## src/rtl/fpalu_pkg.sv

```systemverilog
// ----------------------------------------------------------------------------
// fpalu_pkg
// Shared types, mode codes and the saturation helper of the fixed-point ALU.
// ----------------------------------------------------------------------------
package fpalu_pkg;

  localparam int FRAC_BITS_DEF = 8;

  localparam logic [3:0] MODE_ADD      = 4'd0;
  localparam logic [3:0] MODE_SUB      = 4'd1;
  localparam logic [3:0] MODE_MUL      = 4'd2;
  localparam logic [3:0] MODE_DIV      = 4'd3;
  localparam logic [3:0] MODE_MIN      = 4'd4;
  localparam logic [3:0] MODE_MAX      = 4'd5;
  localparam logic [3:0] MODE_INC      = 4'd6;
  localparam logic [3:0] MODE_DEC      = 4'd7;
  localparam logic [3:0] MODE_TO_INT   = 4'd8;
  localparam logic [3:0] MODE_FROM_INT = 4'd9;

  typedef struct packed {
    logic [3:0]         mode;
    logic signed [31:0] operand_a;
    logic signed [31:0] operand_b;
  } in_t;

  typedef struct packed {
    logic signed [31:0] result;
    logic               a_greater;
    logic               a_less;
    logic               a_equal;
    logic               overflow;
    logic               div_zero;
  } out_t;

  typedef struct packed {
    logic [31:0] res;
    logic        ovf;
  } sat_t;

  // Side-band fields that travel alongside the divider
  typedef struct packed {
    logic [3:0]  mode;
    logic [31:0] res;
    logic        gt;
    logic        lt;
    logic        eq;
    logic        ovf;
    logic        dz;
    logic        neg;
  } side_t;

  // Apply sign to a magnitude and clamp to the 32-bit signed range
  function automatic sat_t sat_signed(logic [64:0] q, logic neg);
    sat_t s;
    logic [64:0] negq;
    negq = 65'd0 - q;
    s.ovf = 1'b0;
    if (neg) begin
      if (q > 65'h0_8000_0000) begin
        s.ovf = 1'b1;
        s.res = 32'h8000_0000;
      end else begin
        s.res = negq[31:0];
      end
    end else begin
      if (q > 65'h0_7FFF_FFFF) begin
        s.ovf = 1'b1;
        s.res = 32'h7FFF_FFFF;
      end else begin
        s.res = q[31:0];
      end
    end
    return s;
  endfunction

endpackage

```

## src/rtl/fpalu_mul.sv

```systemverilog
// ----------------------------------------------------------------------------
// fpalu_mul
// Two-stage magnitude multiplier with round-half-away and saturation.
// ----------------------------------------------------------------------------
module fpalu_mul import fpalu_pkg::*; #(
  parameter int FRAC_BITS = FRAC_BITS_DEF
) (
  input  logic        clk,
  input  logic [31:0] mag_a,
  input  logic [31:0] mag_b,
  input  logic        neg,
  output logic [31:0] res,
  output logic        ovf
);

  localparam logic [64:0] HALF = 65'd1 << (FRAC_BITS - 1);

  logic [63:0] prod_r;
  logic        neg_r;
  logic [31:0] res_r;
  logic        ovf_r;
  logic [64:0] rnd;
  sat_t        sat_nxt;

  always_comb begin
    rnd     = ({1'b0, prod_r} + HALF) >> FRAC_BITS;
    sat_nxt = sat_signed(rnd, neg_r);
  end

  always_ff @(posedge clk) begin
    prod_r <= mag_a * mag_b;
    neg_r  <= neg;
    res_r  <= sat_nxt.res;
    ovf_r  <= sat_nxt.ovf;
  end

  assign res = res_r;
  assign ovf = ovf_r;

endmodule

```

## config.mk

```make
export PLATFORM = sky130hd
export DESIGN_NAME = fpalu_mul
export DESIGN_NICKNAME = d
export VERILOG_FILES = /design/src/rtl/fpalu_pkg.sv /design/src/rtl/fpalu_mul.sv
export SDC_FILE = /design/constraint.sdc
export NUM_CORES = 2
export LEC_CHECK = 0
export BUFFER_PORTS_ARGS = -buffer_cell sky130_fd_sc_hd__buf_2
export CAP_MARGIN = 40
export CORE_MARGIN = 2
export CORE_UTILIZATION = 60
export CTS_CLUSTER_SIZE = 16
export DETAILED_ROUTE_END_ITERATION = 16
export PLACE_DENSITY = 0.78
export SLEW_MARGIN = 15
export SYNTH_ARGS = -nofsm -noshare
export SYNTH_HDL_FRONTEND = slang
export SYNTH_SLANG_ARGS = --single-unit
```

## constraint.sdc

```tcl
create_clock -name clk -period 12.2 [get_ports clk]
set_clock_uncertainty 0.2 [all_clocks]
set_input_delay 2.44 -clock clk [delete_from_list [all_inputs] [get_ports clk]]
set_output_delay 2.44 -clock clk [all_outputs]
set_load 0.01 [all_outputs]
```

==> load_flow_metrics.sql <==
INSERT INTO impl_metrics (metric_group, metric, value, unit) VALUES
('synth', 'ys_seq_area_share', '4.872', '%'),
('synth', 'async_flop_share', '0', '%'),
('setup_path', 'r2r_setup_slk', '7.53', 'ns'),
('global_routing', 'grt_pass1_wl', '159.1', 'mm'),
('cells_and_area', 'area_added_between_synthesis_and_finish', '2.857', '%'),
('hold_path', 'min_path_cells', '2', ''),
('hold_path', 'min_from', 'prod_r[36]$_DFF_P_', ''),
('cells_and_area', 'sequential_cell_area', '1823', 'um^2'),
('clocking', 'clock_tree.root_cell', 'sky130_fd_sc_hd__clkbuf_16', ''),
('route', 'drc_errors', '0', ''),
('setup_path', 'cp-end-kind', 'flip-flop', ''),
('timing', 'period_share', '85.63', '%'),
('synth', 'total_of_flip_flops_plus_latches_after_synthesis', '91', ''),
('setup_path', 'crit_type', 'input port to flip-flop', ''),
('clocking', 'cts_hold_buf', '0', ''),
('hold_path', 'worstHoldEndpoint', 'res[28]$_DFF_P_', ''),
('cells_and_area', 'fillerInstances', '5187', ''),
('timing', 'slew_violations', '0', ''),
('setup_path', 'rr_endpoint', 'res[31]$_DFF_P_', ''),
('setup_path', 'critical_path.startpoint', 'mag_a[12]', ''),
('clocking', 'cts.sink_count', '91', ''),
('floorplanning', 'die_x', '253.7', 'um'),
('route', 'detail_route.iter0.violations', '2053', ''),
('route', 'drt_pass1_iterations', '8', ''),
('route', 'routed_via_density', '5.764', ''),
('placed_design', 'hpwl', '76.49', 'mm'),
('synth', 'postSynthNetCount', '5371', ''),
('synth', 'post_synth_instance_area', '37400', 'um^2'),
('clocking', 'clock_insertion_delay_worst_skew', '0.35', 'ns'),
('synth', 'netlist-cell-type-count', '78', ''),
('synth', 'synth_warnings', '0', ''),
('timing', 'timing.fmax', '95.72', 'MHz'),
('timing', 'post-route-min-period', '10.45', 'ns'),
('floorplanning', 'fp-row-count', '91', ''),
('placed_design', 'routabilityCongestion', '0.9455', ''),
('cells_and_area', 'layout-drive-gt1-share', '4.395', '%'),
('global_routing', 'grtUsageTotal', '31.99', '%'),
('synth', 'synth_enable_flop_cells', '0', ''),
('timing', 'slew_headroom', '32.96', '%'),
('hold_path', 'worst_hold_path_type', 'flip-flop to flip-flop', ''),
('timing', 'rsz_0062_raised_after_global_routing', 'no', ''),
('floorplanning', 'floorplan.die_area', '64340', 'um^2'),
('floorplanning', 'die_h', '253.7', 'um'),
('route', 'routed_wire_length_per_instance', '20.01', 'um'),
('synth', 'postSynthAreaPerCell', '9.018', 'um^2'),
('clocking', 'cts_resized', '0', ''),
('timing', 'finalSetupViolations', '0', ''),
('clocking', 'h-tree-depth', '3', ''),
('global_routing', 'grt_residual_overflow', '0', ''),
('global_routing', 'maximum_number_of_pins_on_one_net_before_global_route_repair', '55', ''),
('clocking', 'cts_inserted_buffers', '9', ''),
('timing', 'totalNegativeSetupSlack', '0', 'ns'),
('route', 'detail_route.wirelength', '97.80', 'mm'),
('setup_path', 'crit_path_max_fanout', '32', ''),
('setup_path', 'cp.required', '12.23', 'ns'),
('floorplanning', 'floorplan.initialDensity', '60.60', '%'),
('clocking', 'worst_setup_hold_path_clk_slew', '0.06', 'ns'),
('route', 'num_vias', '28173', ''),
('run', 'maxCapViolations', '0', ''),
('timing', 'timing.hold.ws', '0.5045', 'ns'),
('global_routing', 'grt_pass1_vias', '30066', ''),
('setup_path', 'crit_path_launch_type', 'input port', ''),
('clocking', 'tritoncts', 'yes', ''),
('timing', 'worst-slew-pin-transition', '0.9972', 'ns'),
('outcome', 'result_of_the_run', 'complete, no violations', ''),
('cells_and_area', 'layout.nets', '5270', ''),
('floorplanning', 'core', '61710', 'um^2'),
('clocking', 'cts_setup_buffers', '0', ''),
('cells_and_area', 'area_of_combinational_cells_with_multiple_inputs', '31270', 'um^2'),
('setup_path', 'regToRegStartpoint', 'prod_r[8]$_DFF_P_', ''),
('global_routing', 'antenna_found_initial', '1', ''),
('route', 'drtAntennaViolNets', '0', ''),
('clocking', 'deepest_clock_path_buffer_count', '2', ''),
('synth', 'netlist_instances', '4147', ''),
('floorplanning', 'num_io_pins', '99', ''),
('setup_path', 'critical_path_arrival', '10.48', 'ns'),
('placed_design', 'placement.io_buffers', '98', ''),
('synth', 'synth_flop_cell', 'sky130_fd_sc_hd__dfxtp_1', ''),
('timing', 'final-hold-violation-count', '0', ''),
('setup_path', 'r2r.worst_path.cells', '11', '');
-- through the flow --
stage | instance area, um^2 | setup WS (ns) | utilization, % | cells
global placement | 38130 | 1.649 | 61.79 | 4871
CTS | 38440 | 1.844 | 62.29 | 4886
global route | 38460 | 1.335 | 62.33 | 4888
finish | 38460 | 1.753 | 62.33 | 4888
floorplan | 37400 | 2.648 | - | 4147
detailed placement | 38130 | 1.532 | 61.79 | 4871
-- worst max-delay path, cell delays in order --
cell and delay [ns]:
sky130_fd_sc_hd__buf_2 0.56, sky130_fd_sc_hd__and2_1 0.25, sky130_fd_sc_hd__fa_1 0.45, sky130_fd_sc_hd__fa_1 0.51
sky130_fd_sc_hd__fa_1 0.53, sky130_fd_sc_hd__inv_1 0.05, sky130_fd_sc_hd__fa_1 0.47, sky130_fd_sc_hd__inv_1 0.05
sky130_fd_sc_hd__fa_1 0.50, sky130_fd_sc_hd__inv_1 0.06, sky130_fd_sc_hd__fa_1 0.55, sky130_fd_sc_hd__inv_1 0.05
sky130_fd_sc_hd__fa_1 0.51, sky130_fd_sc_hd__fa_1 0.45, sky130_fd_sc_hd__ha_1 0.40, sky130_fd_sc_hd__o21ai_0 0.27
sky130_fd_sc_hd__o21bai_1 0.12, sky130_fd_sc_hd__a31oi_1 0.24, sky130_fd_sc_hd__a31oi_1 0.20, sky130_fd_sc_hd__a21oi_1 0.53
sky130_fd_sc_hd__o2111ai_1 0.33, sky130_fd_sc_hd__a311o_1 0.43, sky130_fd_sc_hd__a21oi_1 0.24, sky130_fd_sc_hd__o21ai_1 0.12
sky130_fd_sc_hd__xor2_1 0.15
-- state kept, by name, indices dropped and copies added, names as in the netlist --
register	cells
ovf	1
prod_r	57
neg_r	1
res	32
-- kinds of logic after synthesis --
kind of cell,share of synthesized area [%]
compound gates,5.293
xor+xnor,2.386
fa+ha+maj,56.71
buf+inv,11.51
flops,4.872
mux,0.1673
simple gates,19.06
-- cell usage after synthesis (5+ instances only) --
cell type                  instances  share of area [%]
sky130_fd_sc_hd__ha_1            263                8.8
sky130_fd_sc_hd__a21oi_1          87                1.2
sky130_fd_sc_hd__clkbuf_1        201                2.0
sky130_fd_sc_hd__xor2_1           40               0.94
sky130_fd_sc_hd__or3_1            10               0.17
sky130_fd_sc_hd__o21ai_0          36               0.48
sky130_fd_sc_hd__nand3_1          47               0.63
sky130_fd_sc_hd__nand2b_1          6               0.10
sky130_fd_sc_hd__xnor2_1          60                1.4
sky130_fd_sc_hd__inv_1           903                9.1
sky130_fd_sc_hd__o211ai_1          5               0.10
sky130_fd_sc_hd__buf_4             6               0.12
sky130_fd_sc_hd__a41oi_1           5               0.12
sky130_fd_sc_hd__and4_1           12               0.28
sky130_fd_sc_hd__o21a_1            5               0.10
sky130_fd_sc_hd__and2_1          569                9.5
sky130_fd_sc_hd__nor4_1           11               0.18
sky130_fd_sc_hd__and3_1           16               0.27
sky130_fd_sc_hd__nand2_1         534                5.4
sky130_fd_sc_hd__nand4_1          40               0.67
sky130_fd_sc_hd__a21oi_2          17               0.40
sky130_fd_sc_hd__a31oi_1          22               0.37
sky130_fd_sc_hd__o31a_1           19               0.44
sky130_fd_sc_hd__buf_2            11               0.15
sky130_fd_sc_hd__dfxtp_1          91                4.9
sky130_fd_sc_hd__o21bai_1         16               0.32
sky130_fd_sc_hd__a211oi_1          6               0.12
sky130_fd_sc_hd__nor2_1           65               0.65
sky130_fd_sc_hd__fa_1            895                 48
sky130_fd_sc_hd__nor2b_1          10               0.17
sky130_fd_sc_hd__a21o_1           31               0.62
sky130_fd_sc_hd__nor3_1           22               0.29
-- how the worst max path moves through the flow --
stage / end / slack [ns] / cells past startpoint
after floorplan: prod_r[56]$_DFF_P_ / 2.65 / 26
after global placement: prod_r[56]$_DFF_P_ / 1.65 / 25
after detailed placement: prod_r[56]$_DFF_P_ / 1.53 / 25
after CTS: prod_r[56]$_DFF_P_ / 1.84 / 25
after global routing: prod_r[56]$_DFF_P_ / 1.33 / 25
final: prod_r[56]$_DFF_P_ / 1.75 / 25
-- cell usage in the layout (no fill, tap or decap), types with 60 or more instances in the layout --
cell type	instances
sky130_fd_sc_hd__buf_2	98
sky130_fd_sc_hd__a21oi_1	87
sky130_fd_sc_hd__nand2_1	534
sky130_fd_sc_hd__dfxtp_1	90
sky130_fd_sc_hd__fa_1	895
sky130_fd_sc_hd__xnor2_1	60
sky130_fd_sc_hd__and2_1	569
sky130_fd_sc_hd__inv_1	903
sky130_fd_sc_hd__nor2_1	65
sky130_fd_sc_hd__ha_1	263
-- layout make-up --
| type | instances | share of cell area [%] |
|---|---|---|
| Multi-Input combinational cell | 2927 | 81.30 |
| Antenna cell | 1 | 0.006506 |
| Clock inverter | 4 | 0.1464 |
| Tap cell | 837 | 2.723 |
| Timing Repair Buffer | 114 | 1.620 |
| Clock buffer | 11 | 0.6571 |
| Sequential cell | 91 | 4.739 |
| Inverter | 903 | 8.812 |
-- metal layers --
metal,share of wire [%],vias up,global-route usage (%)
met5,0,-,0
li1,-,12092,-
met1,37,14397,40.32
met2,49,1334,52.54
met4,6.9,0,18.79
met3,7.8,350,5.050
Power is not shown: default switching activity piles up to over one toggle a cycle in this logic, so the estimate is an artifact.
